### config.mk
export PLATFORM = sky130hd
export DESIGN_NAME = rmlm_task_table
export DESIGN_NICKNAME = d
export VERILOG_FILES = /design/src/hdl/rmlm_pkg.sv /design/src/hdl/rmlm_task_table.sv
export SDC_FILE = /design/constraint.sdc
export NUM_CORES = 1
export LEC_CHECK = 0
export BUFFER_PORTS_ARGS = -buffer_cell sky130_fd_sc_hd__buf_4
export CAP_MARGIN = 0
export CORE_MARGIN = 3
export CORE_UTILIZATION = 35
export CTS_CLUSTER_SIZE = 25
export DETAILED_ROUTE_END_ITERATION = 8
export HOLD_SLACK_MARGIN = 0.08
export PLACE_DENSITY = 0.57
export SETUP_SLACK_MARGIN = 0.5
export SLEW_MARGIN = 0
export SYNTH_ARGS = -nofsm -noshare
export SYNTH_HDL_FRONTEND = slang
export SYNTH_SLANG_ARGS = --single-unit
export TNS_END_PERCENT = 10
### constraint.sdc
create_clock -name clk_i -period 2 [get_ports clk_i]
set_clock_uncertainty 0.1 [all_clocks]
set_input_delay 0 -clock clk_i [delete_from_list [all_inputs] [get_ports clk_i]]
set_output_delay 0 -clock clk_i [all_outputs]
set_load 0.01 [all_outputs]
### src/hdl/rmlm_pkg.sv
// ----------------------------------------------------------------------------
// rmlm_pkg
// shared types and constants of the recursive mutex lock manager
// ----------------------------------------------------------------------------
package rmlm_pkg;

  localparam int NUM_LOCKS = 32;
  localparam int NUM_TASKS = 16;
  localparam int PRIO_W    = 5;
  localparam int LOCK_W    = 5;
  localparam int TASK_W    = 4;
  localparam int HOLD_W    = 8;
  localparam logic [HOLD_W-1:0] HOLD_MAX = 8'd255;

  typedef enum logic [2:0] {
    K_CREATE = 3'd0,
    K_DELETE = 3'd1,
    K_LOCK   = 3'd2,
    K_TRY    = 3'd3,
    K_UNLOCK = 3'd4,
    K_CANCEL = 3'd5,
    K_RSV6   = 3'd6,
    K_RSV7   = 3'd7
  } kind_e;

  typedef enum logic [3:0] {
    ST_OK       = 4'd0,
    ST_BAD_ID   = 4'd1,
    ST_BUSY     = 4'd2,
    ST_NOT_OWN  = 4'd3,
    ST_TIMEOUT  = 4'd4,
    ST_IN_IRQ   = 4'd5,
    ST_DEADLOCK = 4'd6,
    ST_BLOCKED  = 4'd7,
    ST_NO_FREE  = 4'd8,
    ST_DELETED  = 4'd9
  } status_e;

  typedef enum logic [1:0] {
    EV_REPLY = 2'd0,
    EV_WAKE  = 2'd1,
    EV_SETP  = 2'd2
  } event_e;

  typedef struct packed {
    logic              in_use;
    logic [TASK_W-1:0] owner;
    logic [HOLD_W-1:0] hold;
    logic [NUM_TASKS-1:0] waiter;
  } lock_entry_t;

  typedef struct packed {
    logic              we;
    logic [LOCK_W-1:0] addr;
    lock_entry_t       entry;
  } lock_wr_t;

  typedef struct packed {
    logic [PRIO_W-1:0] prio;
    logic              blk_v;
    logic [LOCK_W-1:0] blk_lock;
  } task_entry_t;

  typedef struct packed {
    logic              tp_we;
    logic [TASK_W-1:0] tp_addr;
    logic [PRIO_W-1:0] tp_data;
    logic              blk_we;
    logic [TASK_W-1:0] blk_addr;
    logic              blk_v;
    logic [LOCK_W-1:0] blk_lock;
  } task_wr_t;

endpackage

### src/hdl/rmlm_task_table.sv
// ----------------------------------------------------------------------------
// rmlm_task_table
// per-task state: recorded priority and blocked-on mutex
// ----------------------------------------------------------------------------
module rmlm_task_table import rmlm_pkg::*; (
  input  logic              clk_i,
  input  logic              rst_ni,
  input  logic [TASK_W-1:0] rd_addr_i,
  output task_entry_t       rd_o,
  input  task_wr_t          wr_i
);

  logic [PRIO_W-1:0] tp_q    [NUM_TASKS];
  logic              blkv_q  [NUM_TASKS];
  logic [LOCK_W-1:0] blkl_q  [NUM_TASKS];

  always_ff @(posedge clk_i) begin
    if (wr_i.tp_we) begin
      tp_q[wr_i.tp_addr] <= wr_i.tp_data;
    end
  end

  always_ff @(posedge clk_i or negedge rst_ni) begin
    if (!rst_ni) begin
      for (int t = 0; t < NUM_TASKS; t++) begin
        blkv_q[t] <= 1'b0;
        blkl_q[t] <= '0;
      end
    end else if (wr_i.blk_we) begin
      blkv_q[wr_i.blk_addr] <= wr_i.blk_v;
      blkl_q[wr_i.blk_addr] <= wr_i.blk_lock;
    end
  end

  assign rd_o.prio     = tp_q[rd_addr_i];
  assign rd_o.blk_v    = blkv_q[rd_addr_i];
  assign rd_o.blk_lock = blkl_q[rd_addr_i];

endmodule
# == Word-level counts from Yosys, hierarchy flattened ==
# Memory sizes are Yosys's and may differ from the RTL's.
# Index checks and enable logic that the tools add are counted.
# word_totals
regBits,96
mem_bits_rw,80
in_bits,27
output_inout_bits,11
wordCells,53
memories,1
# mem_list
memory,depth,width,read_ports,rd_clocked_by_memory_dff,write_ports,line,source
tp_q,16,5,1,0,1,rmlm_task_table.sv:13,logic [PRIO_W-1:0] tp_q [NUM_TASKS];
# op_classes
n_lt_le_gt_ge,3
muxes,14
n_bitwise,2
n_reduce_logical,1
# ops
cell,count
$bwmux W80,1
$bmux W5 S4,1
$demux W5 S4,1
$bwmux W16,1
$mux W5,3
$ge A5 B5 Y1 const B,2
$not A4 Y5,2
$lt A5 B1 Y1 const B,1
$mux W1,5
$bmux W1 S4,1
$demux W1 S4,1
$logic_and A1 B1 Y1,1

# == Longest topological paths before layout ==
# logic_depth
ltp_word,6
ltp_mapped,5
mapped_depth_nobuf,3

# == Worst setup path before layout ==
# No wires, ideal clock.
# synth_timing
kind,input to register
start,in wr_i[18] (netlist bit)
end,mem tp_q[0][0] (enable)
setup_ps,374
arrival_time_ps,908
t_required_ps,1526
setup_slack_ps,619
stages,2
path_buffers,0
path_cell_list,or3b_2 -> nor3_1
# synth_rtl
item,line,source
from (decl),rmlm_task_table.sv:10,input task_wr_t wr_i
to (decl),rmlm_task_table.sv:13,
# No word-level cell before the write port.

==> metrics.cfg <==
[outcome]
status = finished clean

[pwr]
clkPwrFrac = 0.372
p_seq_frac = 0.489
swShare = 0.244
leakage_nw = 3.43
combPwrFrac = 0.139
vdd_drop_max_uv = 598
p_int_mw = 6.94
power.switching_mw = 2.24
power_density_nw_per_um2 = 1020

[cells_and_area]
antennaDiodeCount = 0
fillers = 1805
final_cell_mix = 96 x mux2_2, 96 x dfrtp_1, 80 x edfxtp_1, 49 x buf_4, 44 x mux4_2
drive_gt1_frac = 0.488
fin_util = 0.436
area_delta_synth_final_pct = 20.6
finalNetCount = 518
instances_no_fill = 774

[synthesis]
synthFlopType = dfrtp_1
synthesis.nets = 453
synth_compound_area_frac = 0.0221
ys_warn_count = 0
synth_edf_count = 80
ys_seq_area_frac = 0.644
yosys.area_share.simple = 0.0409
synthCells = 426
synth_top_family_by_area = multiplexers
synth.area.mux_share = 0.278
ys_types = 23
synth_fa_ha_area_frac = 0
ys_ff_latch = 176
async_reset_ff_frac = 0.545
syn_avg_cell_area_um2 = 17.5
synth_xor_area_frac = 0
syn_area_um2 = 7460

[critical_path]
crit_path_max_fanout = 2
critPathLaunch = blkl_q[61]
crit_path_end_kind = output port
cp_top_family = multiplexers
cp_num_buf_inv = 1
path_class = flop to output port
crit_slowest_cell = mux4_2
critPathArrivalTime_ns = 1.80
worstPathCellList = mux4_2, a22oi_2, nand2_1, buf_4
reg2regPathDepth = 1
r2r_start = blkl_q[70]
max_stage_delay_ns = 0.50
required_ns = 1.90
worst_setup_path_start_kind = flop
cp.depth = 4

[die]
die_w_um = 152
start_util = 0.362
core_um2 = 20600
die_h_um = 152
dieArea_um2 = 23100
rows = 52
io-pin-count = 38

[drt]
met1_length_um = 6940
num_vias = 3969
drtIter0Drc = 227
drc = 0
dr_wl_met2_um = 8110
dr_wl_met3_um = 602
vias_per_cell = 5.13
ant_nets = 0
drt-total-wl_um = 15900
first_pass_iters = 4
top_layer = met4
wl_per_cell_um = 20.5

[cts]
h-tree-depth = 4
clockBufferDepth = 2
numCtsBuffers = 17
cts_sinks = 176
cts-root-buf = clkbuf_16
cts_tree = built
clk_latency_ns = 0.42
clk_transition_reported_paths_ns = 0.07

[place]
dp_hpwl_um = 10600
place.gp.congestion = 0.797
placed_cells = 725
portBuffers = 37

[sta]
setup_tns_ns = 0
worst_pin_slew_ns = 1.17
timing_hold_violations_final = 0
final.min_clock_period_ns = 1.90
slew_headroom = 0.217
finalMaxSlewViolations = 0
rsz0062_at_grt = yes
finalCritPeriodShare = 0.948
fmax_ghz = 0.528
finalSetupViolations = 0

[job]
timing.max_cap.violations = 0

[min_path]
hp-class = input port to asynchronous set/reset pin

[grt]
grt_remaining_overflow = 0
antenna_found_initial = 0
grt_pass1_vias = 4368
grt_max_degree = 50
gr-usage-all-layers = 0.143
grt_pass1_wl_um = 25300

## cells in the mapped netlist (4+ instances only)
| cell type | instances | area share |
|---|---|---|
| nor2_1 | 20 | 0.010 |
| clkbuf_1 | 15 | 0.0075 |
| dfrtp_1 | 96 | 0.32 |
| buf_4 | 4 | 0.0040 |
| mux4_2 | 44 | 0.13 |
| mux2_2 | 96 | 0.14 |
| nand3b_1 | 5 | 0.0050 |
| nor3_1 | 4 | 0.0027 |
| a22oi_1 | 22 | 0.022 |
| nand2b_1 | 5 | 0.0042 |
| nand2_1 | 14 | 0.0070 |
| edfxtp_1 | 80 | 0.32 |
## area by class of cell
| class | instances | area, um2 | area share |
|---|---|---|---|
| Sequential cell | 176 | 4800 | 0.534 |
| Multi-Input combinational cell | 224 | 2610 | 0.290 |
| Timing Repair Buffer | 72 | 641 | 0.0712 |
| Clock buffer | 17 | 425 | 0.0473 |
| Tap cell | 270 | 338 | 0.0375 |
| Clock inverter | 15 | 181 | 0.0202 |
## state kept, by name (all words and copies together) (netlist names)
| name | cells |
|---|---|
| tp_q | 80 |
| blkv_q | 16 |
| blkl_q | 80 |
## cell families after synthesis
group           after synthesis
flops                       176
buf+inv                      26
mux                         140
compound gates               22
simple gates                 62
## timing repair
| action | in CTS | in global routing |
|---|---|---|
| pin swaps | 0 | 7 |
| endpoints found under the setup margin | 11 | 41 |
| setup buffers | 0 | 0 |
| hold buffers | 17 | 0 |
| endpoints found under the hold margin | 345 | 0 |
| resized for setup | 7 | 10 |
## metrics by stage
step / worst slack [ns] / area (um2) / power, mW / hold slack [ns]
after floorplan: 0.619 / 7460 / 5.33 / -0.396
after global placement: 0.264 / 8150 / 5.72 / -0.0578
after detailed placement: 0.262 / 8150 / 5.80 / -0.0377
after CTS: 0.0720 / 8960 / 9.27 / 0.0573
after global routing: 0.0460 / 9000 / 9.58 / 0.0962
final: 0.105 / 9000 / 9.18 / 0.0455
## routing by layer
layer | track usage | up-vias
met1 | 0.184 | 2093
met4 | 0.0458 | 0
met3 | 0.0310 | 16
met2 | 0.242 | 72
li1 | - | 1788
met5 | 0 | -
## power groups by stage
stage	sequential, mW	clock (mW)	combinational, mW
after CTS	4.49	3.50	1.28
after floorplan	4.48	0	0.853
final	4.49	3.42	1.28
after global routing	4.54	3.65	1.39
after detailed placement	4.56	0	1.24
after global placement	4.53	0	1.19
## path summary, 6_finish.rpt
path,slack (ns),to
max in group asynchronous,1.08,blkv_q[5]
min in group clk_i,0.14,tp_q[1][3]
worst min register to register,0.40,blkl_q[77]
worst min-delay path,0.05,blkl_q[73]
worst max-delay path,0.10,rd_o[1]
worst max register to register,1.13,blkl_q[70]
Note: power is estimated with default switching activity, not from simulation.
