### src/hdl/rmlm_pkg.sv
// ----------------------------------------------------------------------------
// rmlm_pkg
// shared types and constants of the recursive mutex lock manager
// ----------------------------------------------------------------------------
package rmlm_pkg;

  localparam int NUM_LOCKS = 32;
  localparam int NUM_TASKS = 16;
  localparam int PRIO_W    = 5;
  localparam int LOCK_W    = 5;
  localparam int TASK_W    = 4;
  localparam int HOLD_W    = 8;
  localparam logic [HOLD_W-1:0] HOLD_MAX = 8'd255;

  typedef enum logic [2:0] {
    K_CREATE = 3'd0,
    K_DELETE = 3'd1,
    K_LOCK   = 3'd2,
    K_TRY    = 3'd3,
    K_UNLOCK = 3'd4,
    K_CANCEL = 3'd5,
    K_RSV6   = 3'd6,
    K_RSV7   = 3'd7
  } kind_e;

  typedef enum logic [3:0] {
    ST_OK       = 4'd0,
    ST_BAD_ID   = 4'd1,
    ST_BUSY     = 4'd2,
    ST_NOT_OWN  = 4'd3,
    ST_TIMEOUT  = 4'd4,
    ST_IN_IRQ   = 4'd5,
    ST_DEADLOCK = 4'd6,
    ST_BLOCKED  = 4'd7,
    ST_NO_FREE  = 4'd8,
    ST_DELETED  = 4'd9
  } status_e;

  typedef enum logic [1:0] {
    EV_REPLY = 2'd0,
    EV_WAKE  = 2'd1,
    EV_SETP  = 2'd2
  } event_e;

  typedef struct packed {
    logic              in_use;
    logic [TASK_W-1:0] owner;
    logic [HOLD_W-1:0] hold;
    logic [NUM_TASKS-1:0] waiter;
  } lock_entry_t;

  typedef struct packed {
    logic              we;
    logic [LOCK_W-1:0] addr;
    lock_entry_t       entry;
  } lock_wr_t;

  typedef struct packed {
    logic [PRIO_W-1:0] prio;
    logic              blk_v;
    logic [LOCK_W-1:0] blk_lock;
  } task_entry_t;

  typedef struct packed {
    logic              tp_we;
    logic [TASK_W-1:0] tp_addr;
    logic [PRIO_W-1:0] tp_data;
    logic              blk_we;
    logic [TASK_W-1:0] blk_addr;
    logic              blk_v;
    logic [LOCK_W-1:0] blk_lock;
  } task_wr_t;

endpackage

### src/hdl/rmlm_lock_table.sv
// ----------------------------------------------------------------------------
// rmlm_lock_table
// per-mutex state: in-use map, owner, recursion count and waiter set
// ----------------------------------------------------------------------------
module rmlm_lock_table import rmlm_pkg::*; (
  input  logic                 clk_i,
  input  logic                 rst_ni,
  input  logic [LOCK_W-1:0]    rd_addr_i,
  output lock_entry_t          rd_o,
  output logic [NUM_LOCKS-1:0] in_use_map_o,
  input  lock_wr_t             wr_i
);

  logic [NUM_LOCKS-1:0] in_use_q;
  logic [TASK_W-1:0]    owner_q  [NUM_LOCKS];
  logic [HOLD_W-1:0]    hold_q   [NUM_LOCKS];
  logic [NUM_TASKS-1:0] waiter_q [NUM_LOCKS];

  always_ff @(posedge clk_i or negedge rst_ni) begin
    if (!rst_ni) begin
      in_use_q <= '0;
      for (int i = 0; i < NUM_LOCKS; i++) begin
        owner_q[i]  <= '0;
        hold_q[i]   <= '0;
        waiter_q[i] <= '0;
      end
    end else if (wr_i.we) begin
      in_use_q[wr_i.addr] <= wr_i.entry.in_use;
      owner_q[wr_i.addr]  <= wr_i.entry.owner;
      hold_q[wr_i.addr]   <= wr_i.entry.hold;
      waiter_q[wr_i.addr] <= wr_i.entry.waiter;
    end
  end

  assign rd_o.in_use  = in_use_q[rd_addr_i];
  assign rd_o.owner   = owner_q[rd_addr_i];
  assign rd_o.hold    = hold_q[rd_addr_i];
  assign rd_o.waiter  = waiter_q[rd_addr_i];
  assign in_use_map_o = in_use_q;

endmodule

### config.mk
export PLATFORM = sky130hd
export DESIGN_NAME = rmlm_lock_table
export DESIGN_NICKNAME = d
export VERILOG_FILES = /design/src/hdl/rmlm_pkg.sv /design/src/hdl/rmlm_lock_table.sv
export SDC_FILE = /design/constraint.sdc
export NUM_CORES = 1
export LEC_CHECK = 0
export BUFFER_PORTS_ARGS = -buffer_cell sky130_fd_sc_hd__buf_2
export CORE_AREA = 5 5 281 283
export CTS_CLUSTER_SIZE = 8
export DETAILED_ROUTE_END_ITERATION = 8
export DIE_AREA = 0 0 286 288
export GPL_TIMING_DRIVEN = 0
export PLACE_DENSITY_LB_ADDON = 0.12
export SYNTH_ARGS = -nofsm -noshare
export SYNTH_HDL_FRONTEND = slang
export SYNTH_SLANG_ARGS = --single-unit
export TNS_END_PERCENT = 20
### constraint.sdc
create_clock -name clk_i -period 2.9 [get_ports clk_i]
set_input_delay 0.87 -clock clk_i [delete_from_list [all_inputs] [get_ports clk_i]]
set_output_delay 0.87 -clock clk_i [all_outputs]
set_load 0.05 [all_outputs]
Word-level counts from Yosys, hierarchy flattened:

Index checks and enable logic that the tools add are counted.

* input bits: 42
* logic and storage cells: 130
* register bits after elaboration: 928
* output and inout bits: 61

* bitwise operators: 2
* $lt $le $gt $ge: 6
* muxes and demuxes: 23
* reductions and logical operators: 2

Operator list (number)
* bitwise mux 512 bit: 1
* bitwise mux 256 bit: 1
* bitwise mux 128 bit: 1
* binary-select mux 16 bit (select 5 bit): 1
* demux 16 bit (select 5 bit): 1
* two-way mux 16 bit: 3
* binary-select mux 8 bit (select 5 bit): 1
* demux 8 bit (select 5 bit): 1
* bitwise mux 32 bit: 1
* two-way mux 8 bit: 3
* binary-select mux 4 bit (select 5 bit): 1
* demux 4 bit (select 5 bit): 1
* >= comparator 6 bit (second input constant): 2
* less-than comparator 5 x 6 -> 1 bit (second input constant): 2
* two-way mux 4 bit: 3
* inverter 5 -> 6 bit: 2
* less-than comparator 6 x 1 -> 1 bit (second input constant): 1
* binary-select mux 1 bit (select 5 bit): 1
* demux 1 bit (select 5 bit): 1
* >= comparator 5 x 1 -> 1 bit (second input constant): 1
* logical AND 1 bit: 2
* two-way mux 1 bit: 2

Logic depth before layout (Yosys ltp):

* depth after elaboration: 6
* gate-level depth with buffers: 8
* depth with buffers taken out: 5

Worst setup path before layout:

OpenSTA, ideal clock, no wires.

* path type: input port to output port
* start: input rd_addr_i[1]
* end: output rd_o[10] (netlist bit)
* path buffers: 4
* stages on the path: 8
* arrival: 2339 ps
* setup slack: -309 ps
* path through: buf_2 -> buf_4 -> buf_2 -> buf_4 -> mux2i_1 -> nand2_1 -> nand3_1 -> nand3_1

RTL lines
* from (decl): line rmlm_lock_table.sv:8 `input logic [LOCK_W-1:0] rd_addr_i,`
* to (decl): line rmlm_lock_table.sv:9 `output lock_entry_t rd_o,`

==> impl_metrics.yaml <==
run_status:
  status: "complete, but fails checks"
  violations: "negative setup slack"
flow_run:
  cap_violations: 0
synthesis:
  syn_nets: 3181
  async_flop_share_pct: 100
  synth_area_leader_cell: "dfrtp_1"
  syn-cell-area_um2: 43000
  synth_ff_type: "dfrtp_1"
  yosysTopAreaCellShare_pct: 54.0
  synthMuxAreaShare_pct: 35.2
  yosys.area_share.simple_pct: 2.85
  synth_cell_type_count: 30
  synth-edff-count: 0
  ys_warn_count: 0
  synth_top_family_by_area: "multiplexers"
  synth_compound_area_share_pct: 4.13
  synth_seq_cells: 928
  synthAdderAreaFrac_pct: 0
  synth_cells: 3139
  synth.avg_cell_area_um2: 13.7
  synthTopCellsByArea: "dfrtp_1 54%, mux2_2 23%, mux2i_1 11%, a22oi_1 1.5%, a22o_1 1.2%"
  synth_xor_area_share_pct: 0
  yosysSeqAreaShare_pct: 54.0
routing:
  drtIter0Drc: 1543
  routed_wl_mm: 121
  ant_nets: 0
  vias_per_cell: 6.18
  drc: 0
  via_count: 27251
  drtPass1Iterations: 7
  wl_per_cell_um: 27.4
setup_path:
  reg2reg_to: "in_use_map_o[29]"
  endpoint_kind: "output port"
  rr_worst_depth: 1
  cp.required_ns: 2.03
  path_common_cell: "buf_8"
  rrSetupSlack_ns: 2.02
  crit_path_max_fanout: 6
  worst_ep_arrival_time_ns: 2.46
  path_class: "input port to output port"
  slowest_stage: "nor3_4"
  slowest_delay_ns: 0.34
  worstPathCellList: "buf_8, and2_4, buf_12, clkbuf_16, a22o_1, nor3_4, a31oi_2, nand3_4, buf_8"
  r2r-start: "in_use_map_o[29]"
  cp-start-kind: "input port"
clocking:
  clk_latency_ns: 0.69
  htreeDepth: 4
  clockBufferDepth: 3
  root_buffer: "clkbuf_16"
  cts_buffers: 133
  path_clk_slew_ns: 0.05
  tritoncts: "built"
  clkSinkCount: 928
placed_design:
  place_hpwl_mm: 88.2
  io_buffers: 101
  placed_cell_area_um2: 45700
  place.gp.congestion: 0.924
timing:
  fin_skew_ns: 0
  relSlewSlack_pct: 29.3
  period_share_pct: 115
  setup_ws_ns: -0.430
  whs_ns: 0.243
  finalHoldViolations: 0
  finalSetupViolCount: 29
  rsz0062_at_grt: "true"
  slew_violations: 0
  worst-slew-pin-transition_ns: 1.06
  finalCriticalPeriod_ns: 3.33
  fmax_ghz: 0.300
finish:
  final_common_cell: "dfrtp_1"
  final_layout_size_suffix_gt1_share_pct: 45.4
  nets: 3436
  area_growth_pct: 19.0
  final_cell_mix: "928 x dfrtp_1, 895 x mux2_2, 444 x mux2i_1"
  stdcell_area_um2: 51200
global_route:
  antenna_found_initial: 18
  grt_pass1_wl_mm: 183
  grt-ovfl-total: 0
  grt_max_degree: 126
  grtUsageTotal_pct: 29.5
  first_global_vias: 29867
min_path:
  hp-class: "input port to asynchronous set/reset pin"
floorplan:
  die_area_um2: 82400
  pin_count: 103
  die_x_um: 286
  start_util_pct: 56.3
  rows: 102
  core_um2: 76400
  die_y_um: 288
power:
  p_leak_uw: 0.0241
  ir_drop_mv: 0.601
  powerDensity_nw_per_um2: 729
==> cells in the mapped netlist (all sizes together), types with 4 or more instances <==
library cell  instances
a21oi                87
a22o                 58
a22oi                87
a31oi                29
buf                 171
clkbuf              127
dfrtp               928
mux2                928
mux2i               464
nand2               105
nand3                89
nand3b                4
nor2                 18
nor3                 30
nor3b                 4
==> cells by family after synthesis <==
kind of cell,Yosys count
multiplexers,1392
buffers and inverters,298
flip-flops,928
AND/OR/NAND/NOR,260
AO/OA/AOI/OAI,261
==> routing by layer <==
layer  up-vias  part of all wire (%)  track usage (%)
li1      11859                     -                -
met4        12                   5.5             15.9
met1     14420                    41             37.3
met5         -                 0.060                0
met3       275                   4.7             5.11
met2       685                    49             48.8
==> report_power, final <==
group	total [uW]	internal, uW	switching [uW]	leakage (uW)
sequential	16900	15500	1400	0.0119
clock	13600	8280	5360	0.00174
combinational	6780	3400	3380	0.0105
==> flip-flops by register name (all words and copies together), names as in the netlist <==
signal	count
in_use_map_o	32
owner_q	128
hold_q	256
waiter_q	512
==> repair_timing <==
action                     CTS  global route
hold buffers                 0             0
setup endpoints to repair   29            29
cloned                       4             2
buffers inserted             5             1
pin swaps                   53            24
resized for setup          372            69
==> critical path: cells and delay by family <==
kind / cells / cell delay, ns
simple gates: 3 / 0.64
compound gates: 2 / 0.35
buf+inv: 4 / 0.58
==> metrics by stage <==
stage               power [uW]  setup TNS [ns]  util [%]  std cells  worst slack (ns)
floorplan                21200          -0.272         -       3139           -0.0139
global placement         22800               -      59.5       4228            -17.62
detailed placement       23300          -67.62      59.8       4235             -1.37
CTS                      37500          -10.61      66.5       4391            -0.411
global route             38900          -11.24      67.0       4397            -0.441
finish                   37300          -10.52      67.0       4407            -0.430
==> area by class of cell <==
class	count	area, um^2
well taps	988	1240
flip-flops and latches	928	23200
plain buffers	298	2560
repair buffers	120	1200
clock inverters	10	118
clock buffers	137	3430
diodes	13	32.5
multi-input cells	1913	19400
fillers	5367	25200
==> worst max path at each step <==
stage / start / endpoint / slack [ns] / depth (start not counted)
finish: rd_addr_i[0] / rd_o[24] / -0.43 / 9
floorplan: rd_addr_i[1] / rd_o[28] / -0.01 / 8
detailed placement: rd_addr_i[0] / rd_o[12] / -1.37 / 8
CTS: rd_addr_i[0] / rd_o[24] / -0.41 / 9
global route: rd_addr_i[0] / rd_o[28] / -0.44 / 9
global placement: rst_ni / waiter_q[262] / -17.62 / 1
No activity file was read; power rests on OpenSTA's default activity.
